**src/rtl/scit_pkg.sv**
```systemverilog
// Shared types, constants and the step schedule of the sphere cluster inertia tensor block.
package scit_pkg;

  localparam int ACC_W     = 48;
  localparam int NUM_SUMS  = 6;
  localparam int SUM_IDX_W = $clog2(NUM_SUMS);
  localparam int MUL_W     = 33;
  localparam int PROD_W    = 2 * MUL_W;
  localparam int TERM_W    = 50;
  localparam int ASUM_W    = ((ACC_W > TERM_W) ? ACC_W : TERM_W) + 1;
  localparam int NUM_STEPS = 20;
  localparam int STEP_W    = $clog2(NUM_STEPS);

  // (4/3) pi * 2^13 and (2/5) * 2^16, both rounded to nearest.
  localparam logic [15:0] K_MASS       = 16'd34315;
  localparam logic [15:0] K_TWO_FIFTHS = 16'd26214;

  typedef logic signed [ACC_W-1:0]  acc_t;
  typedef logic signed [ASUM_W-1:0] asum_t;
  typedef logic signed [TERM_W-1:0] term_t;
  typedef logic signed [MUL_W-1:0]  mop_t;
  typedef logic signed [PROD_W-1:0] prod_t;

  localparam acc_t ACC_MAX = {1'b0, {(ACC_W-1){1'b1}}};
  localparam acc_t ACC_MIN = {1'b1, {(ACC_W-1){1'b0}}};

  typedef enum logic [1:0] {
    ST_IDLE,
    ST_RUN,
    ST_EMIT
  } state_t;

  typedef enum logic [SUM_IDX_W-1:0] {
    SUM_XX,
    SUM_YY,
    SUM_ZZ,
    SUM_XY,
    SUM_XZ,
    SUM_YZ
  } sum_t;

  typedef enum logic [2:0] {
    A_R,
    A_PX,
    A_PY,
    A_PZ,
    A_R2,
    A_M,
    A_THI,
    A_TLO
  } opa_t;

  typedef enum logic [3:0] {
    B_R,
    B_KM,
    B_PX,
    B_PY,
    B_PZ,
    B_RK,
    B_R2,
    B_K2,
    B_OX,
    B_OY,
    B_OZ,
    B_PXY,
    B_PXZ,
    B_PYZ
  } opb_t;

  typedef enum logic [3:0] {
    WB_NONE,
    WB_R2,
    WB_RK,
    WB_SQX,
    WB_SQY,
    WB_SQZ,
    WB_M,
    WB_T,
    WB_HI,
    WB_S,
    WB_PXY,
    WB_PXZ,
    WB_PYZ,
    WB_TD,
    WB_TO
  } wb_t;

  typedef struct packed {
    opa_t a_sel;
    opb_t b_sel;
    wb_t  wb_sel;
    logic acc_en;
    sum_t acc_idx;
  } op_t;

  typedef struct packed {
    logic load;
    logic emit;
    op_t  op;
  } ctl_t;

  localparam op_t OP_NOP = '{a_sel: A_R, b_sel: B_R, wb_sel: WB_NONE,
                             acc_en: 1'b0, acc_idx: SUM_XX};

  // Steps 0 to 17 each start one product, which the following step writes back from the product register.
  function automatic op_t step_op(input logic [STEP_W-1:0] step);
    op_t op;
    op = OP_NOP;
    case (step)
      5'd0: begin op.a_sel = A_R; op.b_sel = B_R; end
      5'd1: begin op.a_sel = A_R; op.b_sel = B_KM; op.wb_sel = WB_R2; end
      5'd2: begin op.a_sel = A_PX; op.b_sel = B_PX; op.wb_sel = WB_RK; end
      5'd3: begin op.a_sel = A_R2; op.b_sel = B_RK; op.wb_sel = WB_SQX; end
      5'd4: begin op.a_sel = A_PY; op.b_sel = B_PY; op.wb_sel = WB_M; end
      5'd5: begin op.a_sel = A_M; op.b_sel = B_R2; op.wb_sel = WB_SQY; end
      5'd6: begin op.a_sel = A_PZ; op.b_sel = B_PZ; op.wb_sel = WB_T; end
      5'd7: begin op.a_sel = A_THI; op.b_sel = B_K2; op.wb_sel = WB_SQZ; end
      5'd8: begin op.a_sel = A_TLO; op.b_sel = B_K2; op.wb_sel = WB_HI; end
      5'd9: begin op.a_sel = A_PX; op.b_sel = B_PY; op.wb_sel = WB_S; end
      5'd10: begin op.a_sel = A_PX; op.b_sel = B_PZ; op.wb_sel = WB_PXY; end
      5'd11: begin op.a_sel = A_PY; op.b_sel = B_PZ; op.wb_sel = WB_PXZ; end
      5'd12: begin op.a_sel = A_M; op.b_sel = B_OX; op.wb_sel = WB_PYZ; end
      5'd13: begin op.a_sel = A_M; op.b_sel = B_OY; op.wb_sel = WB_TD; end
      5'd14: begin
        op.a_sel = A_M; op.b_sel = B_OZ; op.wb_sel = WB_TD;
        op.acc_en = 1'b1; op.acc_idx = SUM_XX;
      end
      5'd15: begin
        op.a_sel = A_M; op.b_sel = B_PXY; op.wb_sel = WB_TD;
        op.acc_en = 1'b1; op.acc_idx = SUM_YY;
      end
      5'd16: begin
        op.a_sel = A_M; op.b_sel = B_PXZ; op.wb_sel = WB_TO;
        op.acc_en = 1'b1; op.acc_idx = SUM_ZZ;
      end
      5'd17: begin
        op.a_sel = A_M; op.b_sel = B_PYZ; op.wb_sel = WB_TO;
        op.acc_en = 1'b1; op.acc_idx = SUM_XY;
      end
      5'd18: begin
        op.wb_sel = WB_TO;
        op.acc_en = 1'b1; op.acc_idx = SUM_XZ;
      end
      5'd19: begin op.acc_en = 1'b1; op.acc_idx = SUM_YZ; end
      default: op = OP_NOP;
    endcase
    return op;
  endfunction

endpackage

```
**src/rtl/scit_ctrl.sv**
```systemverilog
// Controller: sequences the datapath steps for one sphere and manages both handshakes.
module scit_ctrl (
  input  logic              clk,
  input  logic              rst,
  input  logic              in_valid,
  input  logic              last_atom,
  input  logic              out_stall,
  output logic              in_stall,
  output logic              out_valid,
  output scit_pkg::ctl_t    ctl
);

  scit_pkg::state_t              state;
  scit_pkg::state_t              state_next;
  logic [scit_pkg::STEP_W-1:0]   step;
  logic [scit_pkg::STEP_W-1:0]   step_next;
  logic                          last;
  logic                          out_valid_next;

  always_ff @(posedge clk) begin
    if (rst) begin
      state     <= scit_pkg::ST_IDLE;
      step      <= '0;
      last      <= 1'b0;
      out_valid <= 1'b0;
    end else begin
      state     <= state_next;
      step      <= step_next;
      out_valid <= out_valid_next;
      if (ctl.load) begin
        last <= last_atom;
      end
    end
  end

  always_comb begin
    state_next     = state;
    step_next      = step;
    out_valid_next = out_valid;
    ctl.load       = 1'b0;
    ctl.emit       = 1'b0;
    ctl.op         = scit_pkg::OP_NOP;
    if (out_valid && !out_stall) begin
      out_valid_next = 1'b0;
    end
    case (state)
      scit_pkg::ST_IDLE: begin
        if (in_valid) begin
          ctl.load   = 1'b1;
          step_next  = '0;
          state_next = scit_pkg::ST_RUN;
        end
      end
      scit_pkg::ST_RUN: begin
        ctl.op = scit_pkg::step_op(step);
        if (step == scit_pkg::STEP_W'(scit_pkg::NUM_STEPS - 1)) begin
          state_next = last ? scit_pkg::ST_EMIT : scit_pkg::ST_IDLE;
        end else begin
          step_next = step + scit_pkg::STEP_W'(1);
        end
      end
      scit_pkg::ST_EMIT: begin
        // The output register is free now or is being emptied at this edge.
        if (!out_valid || !out_stall) begin
          ctl.emit       = 1'b1;
          out_valid_next = 1'b1;
          state_next     = scit_pkg::ST_IDLE;
        end
      end
      default: begin
        state_next = scit_pkg::ST_IDLE;
      end
    endcase
  end

  assign in_stall = (state != scit_pkg::ST_IDLE);

endmodule

```
**config.mk**
```make
export PLATFORM = sky130hd
export DESIGN_NAME = scit_ctrl
export DESIGN_NICKNAME = d
export VERILOG_FILES = /design/src/rtl/scit_pkg.sv /design/src/rtl/scit_ctrl.sv
export SDC_FILE = /design/constraint.sdc
export NUM_CORES = 1
export LEC_CHECK = 0
export ABC_AREA = 1
export BUFFER_PORTS_ARGS = -buffer_cell sky130_fd_sc_hd__buf_4
export CORE_AREA = 3 3 46 48
export CTS_BUF_LIST = sky130_fd_sc_hd__clkbuf_4 sky130_fd_sc_hd__clkbuf_8
export DETAILED_ROUTE_END_ITERATION = 12
export DIE_AREA = 0 0 49 51
export PLACE_DENSITY = 0.83
export SLEW_MARGIN = 20
export SYNTH_ARGS = -nofsm -noshare
export SYNTH_HDL_FRONTEND = slang
export SYNTH_SLANG_ARGS = --single-unit
export TNS_END_PERCENT = 10
```
**constraint.sdc**
```tcl
create_clock -name clk -period 2.7 [get_ports clk]
set_clock_uncertainty 0.2 [all_clocks]
set_input_delay 0.54 -clock clk [delete_from_list [all_inputs] [get_ports clk]]
set_output_delay 0.54 -clock clk [all_outputs]
set_load 0.05 [all_outputs]
```
---- After elaboration in Yosys (flattened, before gate mapping) ----
Cells that the tools add are included.
word-level totals
  flip-flop bits (word level) ............. 9
  input bits .............................. 5
  word-level logic and storage cells ...... 60
cells by class
  add/sub/neg operators ................... 1
  equal/unequal tests ..................... 25
  mux-type cells .......................... 19
  reduce and logical (&&, ||, !) cells .... 11
operators by type and width
  kind                   number
  $pmux W7 S17           1
  $pmux W4 S14           1
  $eq A5 B4 Y1 const B   8
  $pmux W4 S6            1
  $eq A5 B3 Y1 const B   4
  $eq A5 B5 Y1 const B   4
  $mux W15               1
  $eq A5 B2 Y1 const B   2
  $mux W5                2
  $pmux W5 S2            1
  $mux W2                4
  $ne A2 B2 Y1 const B   4
  $mux W1                7
  $pmux W2 S3            1
  $reduce_and A3 Y1      2
  $reduce_or A3 Y1       2
  $add A5 B1 Y5 const B  1
  $eq A5 B1 Y1 const B   1
  $reduce_bool A2 Y1     2
  $eq A2 B1 Y1 const B   1
  $eq A2 B2 Y1 const B   1
  $logic_not A1 Y1       2
  $logic_not A2 Y1       1
  $logic_and A1 B1 Y1    1
  $logic_or A1 B1 Y1     1

---- Depth between registers and ports, before layout ----
  word-level depth ........................ 5
  gate-level depth with buffers ........... 10
  mapped depth without buffers ............ 10

---- Worst setup path before layout ----
No wires, ideal clock.
  path kind ............................... register to output
  start ................................... register step[0] in the netlist's numbering
  end ..................................... output ctl[12] in the netlist's numbering
  data arrival time ....................... 2.100 ns
  data required time ...................... 1.960 ns
  setup slack ............................. -0.140 ns
  cell stages (with the launch flop) ...... 9
  path buffers ............................ 0
  cells stage by stage .................... dfxtp_1 > ha_1 > inv_1 > nor2_1 > ha_1 > inv_1 > nand3_4 > nor2_4 > a31oi_1
RTL lines
  what                      RTL line         text
  start: declaration        scit_ctrl.sv:15  logic [scit_pkg::STEP_W-1:0] step;
  start signal: assignment  scit_ctrl.sv:28  step <= step_next;
  end: declaration          scit_ctrl.sv:10  output scit_pkg::ctl_t ctl

==> impl_metrics.tcl <==
set metrics [dict create \
    reg2reg_from "state[1]" \
    crit_arrival_ns 1.89 \
    tns_ns 0 \
    design.core.area_um2 1750 \
    antenna_found_initial 0 \
    syn_inst 165 \
    max_cap_viol_count 0 \
    layout_commonest_cell "nand2_1" \
    use_met1_pct 27.4 \
    whs_ns 0.255 \
    relSlewSlack_pct 69.1 \
    critPathSlowestCell "dfxtp_2" \
    die_w_um 49 \
    status "complete, no violations" \
    portBuffers 23 \
    grtUsageMet2_pct 40.3 \
    dp.cells 211 \
    synth_area_um2 967 \
    place_area_um2 1160 \
    rsz0062_at_grt "true" \
    drt_iter0_drc 36 \
    min_path_type "primary input to register" \
    via_per_inst 5.09 \
    wl_per_cell_um 12.2 \
    hold_viol 0 \
    cts_root_buffer "clkbuf_4" \
    drtPass1Iterations 4 \
    synth-seq-cells 9 \
    routed_wirelength_um 2630 \
    finalNonFillerCells 215 \
    grt_pass1_wl_um 4450 \
    reg2reg_depth 7 \
    initial_core_util_pct 55.4 \
    hold_depth 2 \
    cts_sinks 9 \
    grt_max_degree 15 \
    p_leak_nw 0.611 \
    avgSynthCellArea_um2 5.86 \
    ir_drop_mv 0.279 \
    finalCriticalPeriod_ns 2.63 \
    clockBufferDepth 2 \
    end_kind "output port" \
    via_count 1095 \
    busiest_layer "met2" \
    max_freq_mhz 380 \
    dieArea_um2 2500 \
    clkTransAtPathRegs_ns 0.06 \
    hold_end "step[0]" \
    cts_inserted_buffers 3 \
    path_cells "inv_1, ha_1, inv_1, nor2_2, nand2_1, nand2_2, nor2_2, nand3_1, nor2_1, nor2_2, buf_6" \
    grt_use_total_pct 23.2 \
    gr-total-overflow 0 \
    drv_slew 0 \
    place_congestion 0.910 \
    layout_setup_ws_ns 0.0680 \
    die_y_um 51 \
    min_from "rst" \
    yosysTopAreaCellShare_pct 18.6 \
    h-tree-depth 1 \
    tightest_slew_ns 0.463 \
    mostFrequentLayoutCells "31 x nand2_1, 29 x nor2_1, 21 x buf_4" \
    synth.area.top_cells "dfxtp_1 19%, nor2_1 13%, nand2_1 12%" \
    syn-num-nets 175 \
    drcViolationCount 0 \
    layout-drive-gt1-share_pct 33.7 \
    fin_area_um2 1240 \
    nets 201 \
    diodes 0 \
    post-cts-setup-buffers 0 \
    cp_max_fo 4 \
    slowest_delay_ns 0.39 \
    power_mw 0.450 \
    post-place-ws_ns 0.185 \
    final_antenna_net_count 0 \
    setup_viol 0 \
    grt_use_met3_pct 5.25 \
    ys_seq_area_share_pct 18.6 \
    utilization_pct 71.1 \
    synth.largest_area_cell "dfxtp_1" \
    insertion_delay_ns 0.27 \
    rows 15 \
    power_density_nw_per_um2 362 \
    ios 24 \
    grt_pass1_vias 1015 \
    syn2layout_area_growth_pct 28.3 \
    crit_path_start_kind "register" \
    synth_warnings 0 \
    cts_tree "built" \
    crit_required_ns 1.96 \
    hpwlAfterDp_um 2110 \
    r2r_end "step[4]" \
    crit_path_frequent_cell "nor2_2" \
    ys_types 25 \
    path_class "register to output port" \
    min_period_over_period_pct 97.5 \
    r2r_slack_ns 0.98 \
]
final cells by class:
cell class / instances / area (um^2)
clock buffers: 4 / 30.0
well taps: 25 / 31.3
flip-flops and latches: 9 / 184
repair buffers: 23 / 180
inverters: 26 / 100
multi-input cells: 128 / 716
fillers: 154 / 504
report_power, final:
group          leakage [nW]  total [mW]  internal, mW  switching (mW)
sequential           0.0748       0.151         0.141         0.00978
combinational         0.518       0.181        0.0560           0.125
clock                0.0184       0.118        0.0673          0.0510
cells in the mapped netlist (all sizes together):
cell type  instances
ha                 5
nand4              1
a21oi             11
a211oi             1
inv               25
clkbuf             1
o211ai             2
a31oi              6
nand2             41
clkinv             1
nand3             10
nor3               5
nor2              40
dfxtp              9
o21ai              6
buf                1
layer usage:
layer | wire, um | vias to the layer above
met5 | 0 | -
met4 | 46 | 0
met3 | 116 | 4
met2 | 1270 | 34
met1 | 1200 | 478
li1 | - | 579
cell families after synthesis:
| kind of cell | synth area share (%) |
|---|---|
| buffers and inverters | 11.9 |
| AOI/OAI and AO/OA | 15.4 |
| and+or+nand+nor | 47.6 |
| adders and majority gates | 6.47 |
| DFF | 18.6 |
flip-flops by register name, summed over array words and instances (netlist names):
signal,count
out_valid,1
state,2
step,5
last,1
critical path: cells and delay by family (launching register included):
kind          cells  cell delay, ns
fa+ha+maj         1            0.22
flops             1            0.39
buf+inv           3            0.35
simple gates      7            0.67
how the worst max path moves through the flow:
stage	start	endpoint	cells after the start
CTS	step[0]	ctl[8]	11
detailed placement	step[0]	ctl[8]	11
floorplan	step[0]	ctl[6]	8
global route	step[1]	ctl[8]	11
global placement	step[1]	ctl[8]	11
finish	step[0]	ctl[8]	11
repair_timing:
action                     4_1_cts  5_1_grt
pin swaps                        0        0
gates resized for setup          6        9
setup endpoints to repair        7        8
hold buffers                     0        0
Note: power is estimated with default switching activity, not from simulation.
