### config.mk
export PLATFORM = sky130hd
export DESIGN_NAME = scit_dpath
export DESIGN_NICKNAME = d
export VERILOG_FILES = /design/src/rtl/scit_pkg.sv /design/src/rtl/scit_dpath.sv
export SDC_FILE = /design/constraint.sdc
export NUM_CORES = 2
export LEC_CHECK = 0
export ABC_AREA = 1
export CAP_MARGIN = 20
export CORE_UTILIZATION = 45
export CTS_CLUSTER_DIAMETER = 60
export DETAILED_ROUTE_END_ITERATION = 16
export DONT_BUFFER_PORTS = 1
export GPL_ROUTABILITY_DRIVEN = 0
export MAX_ROUTING_LAYER = met4
export PLACE_DENSITY_LB_ADDON = 0.15
export REMOVE_ABC_BUFFERS = 1
export SYNTH_ARGS = -nofsm -noshare
export SYNTH_HDL_FRONTEND = slang
export SYNTH_SLANG_ARGS = --single-unit
### constraint.sdc
create_clock -name clk -period 10.5 [get_ports clk]
set_input_delay 1.575 -clock clk [delete_from_list [all_inputs] [get_ports clk]]
set_output_delay 1.575 -clock clk [all_outputs]
set_load 0.01 [all_outputs]
### src/rtl/scit_pkg.sv
// Shared types, constants and the step schedule of the sphere cluster inertia tensor block.
package scit_pkg;

  localparam int ACC_W     = 48;
  localparam int NUM_SUMS  = 6;
  localparam int SUM_IDX_W = $clog2(NUM_SUMS);
  localparam int MUL_W     = 33;
  localparam int PROD_W    = 2 * MUL_W;
  localparam int TERM_W    = 50;
  localparam int ASUM_W    = ((ACC_W > TERM_W) ? ACC_W : TERM_W) + 1;
  localparam int NUM_STEPS = 20;
  localparam int STEP_W    = $clog2(NUM_STEPS);

  // (4/3) pi * 2^13 and (2/5) * 2^16, both rounded to nearest.
  localparam logic [15:0] K_MASS       = 16'd34315;
  localparam logic [15:0] K_TWO_FIFTHS = 16'd26214;

  typedef logic signed [ACC_W-1:0]  acc_t;
  typedef logic signed [ASUM_W-1:0] asum_t;
  typedef logic signed [TERM_W-1:0] term_t;
  typedef logic signed [MUL_W-1:0]  mop_t;
  typedef logic signed [PROD_W-1:0] prod_t;

  localparam acc_t ACC_MAX = {1'b0, {(ACC_W-1){1'b1}}};
  localparam acc_t ACC_MIN = {1'b1, {(ACC_W-1){1'b0}}};

  typedef enum logic [1:0] {
    ST_IDLE,
    ST_RUN,
    ST_EMIT
  } state_t;

  typedef enum logic [SUM_IDX_W-1:0] {
    SUM_XX,
    SUM_YY,
    SUM_ZZ,
    SUM_XY,
    SUM_XZ,
    SUM_YZ
  } sum_t;

  typedef enum logic [2:0] {
    A_R,
    A_PX,
    A_PY,
    A_PZ,
    A_R2,
    A_M,
    A_THI,
    A_TLO
  } opa_t;

  typedef enum logic [3:0] {
    B_R,
    B_KM,
    B_PX,
    B_PY,
    B_PZ,
    B_RK,
    B_R2,
    B_K2,
    B_OX,
    B_OY,
    B_OZ,
    B_PXY,
    B_PXZ,
    B_PYZ
  } opb_t;

  typedef enum logic [3:0] {
    WB_NONE,
    WB_R2,
    WB_RK,
    WB_SQX,
    WB_SQY,
    WB_SQZ,
    WB_M,
    WB_T,
    WB_HI,
    WB_S,
    WB_PXY,
    WB_PXZ,
    WB_PYZ,
    WB_TD,
    WB_TO
  } wb_t;

  typedef struct packed {
    opa_t a_sel;
    opb_t b_sel;
    wb_t  wb_sel;
    logic acc_en;
    sum_t acc_idx;
  } op_t;

  typedef struct packed {
    logic load;
    logic emit;
    op_t  op;
  } ctl_t;

  localparam op_t OP_NOP = '{a_sel: A_R, b_sel: B_R, wb_sel: WB_NONE,
                             acc_en: 1'b0, acc_idx: SUM_XX};

  // Steps 0 to 17 each start one product, which the following step writes back from the product register.
  function automatic op_t step_op(input logic [STEP_W-1:0] step);
    op_t op;
    op = OP_NOP;
    case (step)
      5'd0: begin op.a_sel = A_R; op.b_sel = B_R; end
      5'd1: begin op.a_sel = A_R; op.b_sel = B_KM; op.wb_sel = WB_R2; end
      5'd2: begin op.a_sel = A_PX; op.b_sel = B_PX; op.wb_sel = WB_RK; end
      5'd3: begin op.a_sel = A_R2; op.b_sel = B_RK; op.wb_sel = WB_SQX; end
      5'd4: begin op.a_sel = A_PY; op.b_sel = B_PY; op.wb_sel = WB_M; end
      5'd5: begin op.a_sel = A_M; op.b_sel = B_R2; op.wb_sel = WB_SQY; end
      5'd6: begin op.a_sel = A_PZ; op.b_sel = B_PZ; op.wb_sel = WB_T; end
      5'd7: begin op.a_sel = A_THI; op.b_sel = B_K2; op.wb_sel = WB_SQZ; end
      5'd8: begin op.a_sel = A_TLO; op.b_sel = B_K2; op.wb_sel = WB_HI; end
      5'd9: begin op.a_sel = A_PX; op.b_sel = B_PY; op.wb_sel = WB_S; end
      5'd10: begin op.a_sel = A_PX; op.b_sel = B_PZ; op.wb_sel = WB_PXY; end
      5'd11: begin op.a_sel = A_PY; op.b_sel = B_PZ; op.wb_sel = WB_PXZ; end
      5'd12: begin op.a_sel = A_M; op.b_sel = B_OX; op.wb_sel = WB_PYZ; end
      5'd13: begin op.a_sel = A_M; op.b_sel = B_OY; op.wb_sel = WB_TD; end
      5'd14: begin
        op.a_sel = A_M; op.b_sel = B_OZ; op.wb_sel = WB_TD;
        op.acc_en = 1'b1; op.acc_idx = SUM_XX;
      end
      5'd15: begin
        op.a_sel = A_M; op.b_sel = B_PXY; op.wb_sel = WB_TD;
        op.acc_en = 1'b1; op.acc_idx = SUM_YY;
      end
      5'd16: begin
        op.a_sel = A_M; op.b_sel = B_PXZ; op.wb_sel = WB_TO;
        op.acc_en = 1'b1; op.acc_idx = SUM_ZZ;
      end
      5'd17: begin
        op.a_sel = A_M; op.b_sel = B_PYZ; op.wb_sel = WB_TO;
        op.acc_en = 1'b1; op.acc_idx = SUM_XY;
      end
      5'd18: begin
        op.wb_sel = WB_TO;
        op.acc_en = 1'b1; op.acc_idx = SUM_XZ;
      end
      5'd19: begin op.acc_en = 1'b1; op.acc_idx = SUM_YZ; end
      default: op = OP_NOP;
    endcase
    return op;
  endfunction

endpackage

### src/rtl/scit_dpath.sv
// Datapath: shared multiplier, fixed-point rounding, saturating accumulators and output word.
module scit_dpath (
  input  logic                                clk,
  input  logic                                rst,
  input  scit_pkg::ctl_t                      ctl,
  input  logic        [15:0]                  radius,
  input  logic signed [15:0]                  pos_x,
  input  logic signed [15:0]                  pos_y,
  input  logic signed [15:0]                  pos_z,
  output logic signed [scit_pkg::ACC_W-1:0]   inertia_xx,
  output logic signed [scit_pkg::ACC_W-1:0]   inertia_yy,
  output logic signed [scit_pkg::ACC_W-1:0]   inertia_zz,
  output logic signed [scit_pkg::ACC_W-1:0]   inertia_xy,
  output logic signed [scit_pkg::ACC_W-1:0]   inertia_xz,
  output logic signed [scit_pkg::ACC_W-1:0]   inertia_yz
);

  logic        [15:0] r;
  logic signed [15:0] px;
  logic signed [15:0] py;
  logic signed [15:0] pz;
  logic        [31:0] r2;
  logic        [31:0] rk;
  logic        [30:0] m;
  logic        [42:0] t;
  logic        [37:0] hi;
  logic        [42:0] s;
  logic        [30:0] sqx;
  logic        [30:0] sqy;
  logic        [30:0] sqz;
  logic        [31:0] ox;
  logic        [31:0] oy;
  logic        [31:0] oz;
  logic signed [31:0] pxy;
  logic signed [31:0] pxz;
  logic signed [31:0] pyz;

  scit_pkg::mop_t  opa;
  scit_pkg::mop_t  opb;
  scit_pkg::prod_t prod;
  scit_pkg::prod_t term_sum;
  scit_pkg::term_t term;
  scit_pkg::acc_t  acc [scit_pkg::NUM_SUMS];
  scit_pkg::acc_t  acc_new;
  scit_pkg::asum_t acc_sum;

  logic [63:0] m_sum;
  logic [63:0] t_sum;
  logic [59:0] s_sum;
  logic        sat_hi;
  logic        sat_lo;

  always_comb begin
    case (ctl.op.a_sel)
      scit_pkg::A_R:   opa = scit_pkg::mop_t'(r);
      scit_pkg::A_PX:  opa = scit_pkg::mop_t'(px);
      scit_pkg::A_PY:  opa = scit_pkg::mop_t'(py);
      scit_pkg::A_PZ:  opa = scit_pkg::mop_t'(pz);
      scit_pkg::A_R2:  opa = scit_pkg::mop_t'(r2);
      scit_pkg::A_M:   opa = scit_pkg::mop_t'(m);
      scit_pkg::A_THI: opa = scit_pkg::mop_t'(t[42:21]);
      scit_pkg::A_TLO: opa = scit_pkg::mop_t'(t[20:0]);
      default:         opa = scit_pkg::mop_t'(r);
    endcase
    case (ctl.op.b_sel)
      scit_pkg::B_R:   opb = scit_pkg::mop_t'(r);
      scit_pkg::B_KM:  opb = scit_pkg::mop_t'(scit_pkg::K_MASS);
      scit_pkg::B_PX:  opb = scit_pkg::mop_t'(px);
      scit_pkg::B_PY:  opb = scit_pkg::mop_t'(py);
      scit_pkg::B_PZ:  opb = scit_pkg::mop_t'(pz);
      scit_pkg::B_RK:  opb = scit_pkg::mop_t'(rk);
      scit_pkg::B_R2:  opb = scit_pkg::mop_t'(r2);
      scit_pkg::B_K2:  opb = scit_pkg::mop_t'(scit_pkg::K_TWO_FIFTHS);
      scit_pkg::B_OX:  opb = scit_pkg::mop_t'(ox);
      scit_pkg::B_OY:  opb = scit_pkg::mop_t'(oy);
      scit_pkg::B_OZ:  opb = scit_pkg::mop_t'(oz);
      scit_pkg::B_PXY: opb = scit_pkg::mop_t'(pxy);
      scit_pkg::B_PXZ: opb = scit_pkg::mop_t'(pxz);
      scit_pkg::B_PYZ: opb = scit_pkg::mop_t'(pyz);
      default:         opb = scit_pkg::mop_t'(r);
    endcase
  end

  // Rounding adds for the values taken from the product register.
  assign m_sum = prod[63:0] + (64'd1 << 32);
  assign t_sum = prod[63:0] + (64'd1 << 19);
  assign s_sum = {1'b0, hi, 21'd0} + 60'(prod[36:0]) + 60'd32768;

  // A diagonal term folds the self inertia in above the rounding half, so one add serves;
  // an off-diagonal term is negated before it is rounded.
  always_comb begin
    if (ctl.op.wb_sel == scit_pkg::WB_TO) begin
      term_sum = scit_pkg::prod_t'(32768) - prod;
    end else begin
      term_sum = prod + $signed({7'd0, s, 16'h8000});
    end
  end

  assign acc_sum = scit_pkg::asum_t'(acc[ctl.op.acc_idx]) + scit_pkg::asum_t'(term);
  assign sat_hi  = !acc_sum[scit_pkg::ASUM_W-1] &&
                   (|acc_sum[scit_pkg::ASUM_W-2:scit_pkg::ACC_W-1]);
  assign sat_lo  = acc_sum[scit_pkg::ASUM_W-1] &&
                   !(&acc_sum[scit_pkg::ASUM_W-2:scit_pkg::ACC_W-1]);

  always_comb begin
    if (sat_hi) begin
      acc_new = scit_pkg::ACC_MAX;
    end else if (sat_lo) begin
      acc_new = scit_pkg::ACC_MIN;
    end else begin
      acc_new = acc_sum[scit_pkg::ACC_W-1:0];
    end
  end

  always_ff @(posedge clk) begin
    if (ctl.load) begin
      r  <= radius;
      px <= pos_x;
      py <= pos_y;
      pz <= pos_z;
    end
    prod <= opa * opb;
    ox   <= {1'b0, sqy} + {1'b0, sqz};
    oy   <= {1'b0, sqx} + {1'b0, sqz};
    oz   <= {1'b0, sqx} + {1'b0, sqy};
    case (ctl.op.wb_sel)
      scit_pkg::WB_NONE: begin end
      scit_pkg::WB_R2:   r2   <= prod[31:0];
      scit_pkg::WB_RK:   rk   <= prod[31:0];
      scit_pkg::WB_SQX:  sqx  <= prod[30:0];
      scit_pkg::WB_SQY:  sqy  <= prod[30:0];
      scit_pkg::WB_SQZ:  sqz  <= prod[30:0];
      scit_pkg::WB_M:    m    <= m_sum[63:33];
      scit_pkg::WB_T:    t    <= t_sum[62:20];
      scit_pkg::WB_HI:   hi   <= prod[37:0];
      scit_pkg::WB_S:    s    <= s_sum[58:16];
      scit_pkg::WB_PXY:  pxy  <= prod[31:0];
      scit_pkg::WB_PXZ:  pxz  <= prod[31:0];
      scit_pkg::WB_PYZ:  pyz  <= prod[31:0];
      scit_pkg::WB_TD:   term <= term_sum[scit_pkg::PROD_W-1:16];
      scit_pkg::WB_TO:   term <= term_sum[scit_pkg::PROD_W-1:16];
      default: begin end
    endcase
  end

  always_ff @(posedge clk) begin
    if (rst) begin
      for (int i = 0; i < scit_pkg::NUM_SUMS; i++) begin
        acc[i] <= '0;
      end
    end else if (ctl.emit) begin
      for (int i = 0; i < scit_pkg::NUM_SUMS; i++) begin
        acc[i] <= '0;
      end
    end else if (ctl.op.acc_en) begin
      acc[ctl.op.acc_idx] <= acc_new;
    end
  end

  always_ff @(posedge clk) begin
    if (ctl.emit) begin
      inertia_xx <= acc[scit_pkg::SUM_XX];
      inertia_yy <= acc[scit_pkg::SUM_YY];
      inertia_zz <= acc[scit_pkg::SUM_ZZ];
      inertia_xy <= acc[scit_pkg::SUM_XY];
      inertia_xz <= acc[scit_pkg::SUM_XZ];
      inertia_yz <= acc[scit_pkg::SUM_YZ];
    end
  end

endmodule

; Yosys cells after proc, flatten, opt, wreduce, memory -nomap -nowiden
; Memory sizes are Yosys's and may differ from the RTL's. A register that Yosys moved wholly into a read port is not among the register bits.
; Index checks and enable logic that the tools add are counted.
[classes]
addsub = 10
mul = 1
n_eq_ne = 34
n_mux = 23
bitwise_logic = 6
reduce_logical = 9
[ops]
columns = cell, count
row1 = 48-bit 2-to-1 mux, 9
row2 = 33-bit case mux with 13 select lines, 1
row3 = 33-bit case mux with 8 select lines, 1
row4 = 31-bit by 31-bit adder with 32-bit output, 3
row5 = 66-bit by 60-bit adder with 66-bit output, 1
row6 = 33-bit by 33-bit multiplier with 66-bit output, 1
row7 = 66-bit 2-to-1 mux, 1
row8 = 17-bit by 66-bit subtractor with 66-bit output (first input constant), 1
row9 = 64-bit by 33-bit adder with 64-bit output (second input constant), 1
row10 = 63-bit by 20-bit adder with 63-bit output (second input constant), 1
row11 = 59-bit by 16-bit adder with 59-bit output (second input constant), 1
row12 = 59-bit adder, 1
row13 = 4-bit equality test (second input constant), 13
row14 = 48-bit by 50-bit adder with 51-bit output, 1
row15 = 48-bit OR reduction, 1
row16 = 4-bit by 3-bit equality test with 1-bit output (second input constant), 8
row17 = 4-bit by 2-bit equality test with 1-bit output (second input constant), 4
row18 = 3-bit equality test (second input constant), 4
row19 = 1-bit 2-to-1 mux, 10
row20 = 4-bit by 1-bit equality test with 1-bit output (second input constant), 2
row21 = 3-bit by 2-bit equality test with 1-bit output (second input constant), 2
row22 = 1-bit OR, 6
row23 = 3-bit by 1-bit equality test with 1-bit output (second input constant), 1
row24 = 3-bit zero test, 1
row25 = other kinds (6), 8
[word_totals]
ff_bits = 684
ramBits = 288
in_bits = 83
out_inout_bits = 288
word_cells = 105
n_memories = 1
[memory_table]
columns = name, depth, word_bits, rd, rd_ports_with_merged_regs, write_ports, line_no
row1 = acc, 6, 48, 7, 6, 6, scit_dpath.sv:43  ; scit_pkg::acc_t acc [scit_pkg::NUM_SUMS];

; Longest topological paths before layout
; An unclocked memory read counts as a cell.
[depth]
depth_word = 8
ltp_mapped = 43
depth_no_buf = 41

; Worst setup path after synthesis
; No wires, ideal clock.
[synth_path]
path_type = in2reg
start = in ctl[9] (netlist name)
end = reg prod[61]
setup_time_ps = 72
arrival_time_ps = 9583
t_required_ps = 10428
path_slack_ps = 846
stages = 30
path_buffers = 2
cell_sequence = buf_2 > nor2_1 > nand2_1 > inv_2 > clkbuf_1 > a221oi_1 > nand4_1 > nand2_1 > nor2_1 > fa_1 > fa_1 > fa_1 > inv_1 > fa_1 > inv_1 > fa_1 > fa_1 > fa_1 > inv_1 > fa_1 > inv_1 > ha_1 > nand2_1 > nor2_1 > inv_1 > nor3_1 > nand4_1 > or2_2 > nand3_1 > xor2_1
[synth_between]
elab_chain_len = 3
elab_cells_between_ends = 15
cone_classes = 1 x mul / 13 x eq/ne / 1 x mux
[synth_lines]
columns = element, line_no
row1 = "start, declared", scit_dpath.sv:5  ; input scit_pkg::ctl_t ctl,
row2 = 4-bit equality test (tied with other cells), scit_dpath.sv:65  ; case (ctl.op.b_sel)
row3 = 33-bit case mux with 13 select lines (*), scit_dpath.sv:65
row4 = 33-bit by 33-bit multiplier with 66-bit output (*), scit_dpath.sv:122  ; prod <= opa * opb;
row5 = "end signal, assigned", scit_dpath.sv:122
row6 = "end, declared", scit_dpath.sv:40  ; scit_pkg::prod_t prod;
; Every way passes the cells marked *; elsewhere a longest branch is shown, timed or not.
; A chain may end at the register's enable or synchronous reset.

; Worst setup path in the final report
[layout_path]
start = in ctl[8] (netlist name)
end = reg prod[63]
; The elaborated chain is that of the path after synthesis.

==> key figures <==
Global routing
  – Pin count of the biggest net entering global routing: 290
  – All-Layer GR Usage: 0.322
  – Vias in the first global route: 82.1k
  – GRT overflow: 0
  – First-pass GRT wire length: 538 mm
  – Initial antenna violation count: 7

Timing
  – Least-Margin Pin Slew: 1.18 ns
  – Slew margin rel.: 0.210
  – RSZ-0062 raised after global routing: no
  – Min Tclk post-route: 9.82 ns
  – Pins Over Slew Limit: 0
  – Fin Hold WS: 0.404 ns
  – FMAX: 0.102 GHz
  – Fin crit share: 0.936
  – Layout Skew: 0.0753 ns
  – Final setup fails: 0
  – Hold Vio Cnt, Final: 0

Detailed routing
  – DR vias/cell: 5.71
  – Routed Antenna Nets: 0
  – First DRT Iteration DRCs: 8982
  – Routed WL: 369 mm
  – Detailed-router iteration count before antenna repair: 10
  – Wire per inst: 25.8 um
  – Vias: 81.5k
  – # DRC: 0

Finish
  – Layout fillers: 21.0k
  – Area growth, synth to finish: 10.6%
  – Final #Nets: 12.8k
  – Fraction of layout cells with a size suffix above 1: 0.0783

Die
  – CORE AREA: 231000 um^2
  – Initial Utilization: 0.454
  – Width of the die: 484 um
  – Die Y: 484 um
  – Total die area: 234000 um^2
  – Row count: 176
  – Io pins: 371

Synth
  – Seq cells post-synth: 1356
  – Post-Syn Area: 105000 um^2
  – Number of library cell types mapped by synthesis: 65
  – Sequential share of the synthesized area: 0.374
  – Post-synth EDFFs: 1194
  – Mapped Cells: 10.9k
  – Top-area cell type share of the netlist area: 0.343
  – Yosys top cell by area: edfxtp_1
  – Main flop type after synthesis: edfxtp_1
  – Synth area leaders: edfxtp_1 (34%), fa_1 (22%), nand2_1 (7.6%)
  – Ys Warns: 0
  – Average cell area after synthesis: 9.60 um^2
  – Async SR Flop Fraction: 0
  – Most common cell in the netlist: nand2_1
  – Top cells by count, synth: nand2_1 (2110), inv_1 (1968), edfxtp_1 (1194), fa_1 (1150), nor2_1 (1016)

Placed design
  – IO Port Bufs: 0
  – Dpl hpwl: 291 mm

Clock tree
  – Sink Count: 1356
  – H-Tree Depth: 4
  – CTS Hold Buffers Added: 0
  – Root buffer cell: clkbuf_16
  – CTS tree: yes
  – CTS Buffer Depth: 3
  – PostCTS Resize Cnt: 0
  – Worst skew pair latency: 0.84 ns
  – Postcts setup bufs: 0
  – Num CTS Buffers: 149
  – Worst-path clk slew: 0.06 ns

Critical path
  – Family with the most delay on the worst path: adder cells
  – Worst Path Buf+Inv: 12
  – CP Class: input port to flip-flop
  – Slowest-stage cell, CP: o21ai_0
  – Max FO, Critical Path: 15
  – CP max stage delay: 0.61 ns
  – R2R Setup Slk: 1.27 ns
  – Critical Path RT: 11.21 ns
  – Startpoint type of the worst setup path: input port
  – Critical path endpoint category: flip-flop
  – Worst Path Arrival: 10.53 ns

Run status
  – Status: finished clean

Run
  – Max Cap Viol: 0

Min path
  – Min-Delay Path Class: flip-flop to flip-flop
per-stage QoR:
stage	instances	area, um^2	setup WS (ns)	setup TNS, ns	util
floorplan	10543	103000	0.141	0	-
global route	14281	116000	0.390	0	0.501
CTS	14272	115000	0.888	0	0.501
detailed placement	13996	110000	0.0395	0	0.479
finish	14281	116000	0.676	0	0.501
global placement	13995	110000	-0.0124	-0.0124	0.479
logic make-up after synthesis:
group,share of synthesized area
flip-flops,0.374
adder cells (fa/ha/maj),0.274
AO/OA/AOI/OAI,0.0883
XOR/XNOR,0.0269
AND/OR/NAND/NOR,0.148
buffers and inverters,0.0890
multiplexers,0.000299
cells in the final DEF (no fill, tap or decap), types with 28 or more instances in the layout:
master | Yosys | final
nand3_1 | 235 | 235
xnor2_1 | 72 | 72
inv_1 | 1968 | 1968
a22o_1 | 69 | 69
nand2_1 | 2110 | 2097
xor2_1 | 249 | 249
ha_1 | 447 | 447
nand2_4 | 31 | 33
fa_1 | 1150 | 1150
edfxtp_1 | 1194 | 1194
clkbuf_1 | 130 | 28
a31oi_1 | 37 | 37
o21ai_0 | 344 | 337
a221oi_1 | 136 | 136
a22oi_1 | 69 | 69
o21bai_1 | 39 | 39
nor3_1 | 110 | 100
nand4_1 | 124 | 124
nor2_1 | 1016 | 1000
dfxtp_1 | 162 | 162
a21oi_2 | 47 | 48
buf_4 | 12 | 396
buf_12 | 3 | 37
nor4_1 | 34 | 33
a21o_1 | 31 | 31
clkinv_1 | 11 | 28
clkbuf_16 | 0 | 151
a21oi_1 | 644 | 642
final timing paths:
check                                start                       end  depth (start not counted)
hold / removal    acc[5][17]$_SDFFCE_PN0P_  inertia_yz[17]$_DFFE_PP_                          0
hold reg to reg   acc[5][17]$_SDFFCE_PN0P_  inertia_yz[17]$_DFFE_PP_                          0
setup / recovery                    ctl[8]          prod[63]$_DFF_P_                         36
setup reg to reg          pz[15]$_DFFE_PP_          prod[49]$_DFF_P_                         31
routing by layer:
metal / wire (um) / GRT usage / share of wire
met1: 146000 / 0.413 / 0.40
met2: 165000 / 0.488 / 0.45
met3: 37900 / 0.0706 / 0.10
met4: 19700 / 0.145 / 0.053
met5: 0 / - / 0
state kept, by name (all words and copies together), names as in the netlist, 38 cells and up:
name,flops
t,43
hi,38
s,43
inertia_zz,48
acc,384
term,50
inertia_yz,48
inertia_xx,48
inertia_xz,48
prod,66
inertia_yy,48
inertia_xy,48
cell type report:
class / count / area (um^2) / area share
diodes: 3 / 7.51 / 0.0000649
clock buffers: 189 / 4010 / 0.0347
clock inverters: 87 / 1060 / 0.00921
inverters: 2000 / 7510 / 0.0649
multi-input cells: 7187 / 56400 / 0.488
flip-flops and latches: 1356 / 39100 / 0.338
well taps: 3026 / 3790 / 0.0327
repair buffers: 433 / 3710 / 0.0321
Power is left out: the tool's default activity adds up to more than one toggle a clock period on the data nets, which glitch-free logic cannot reach.
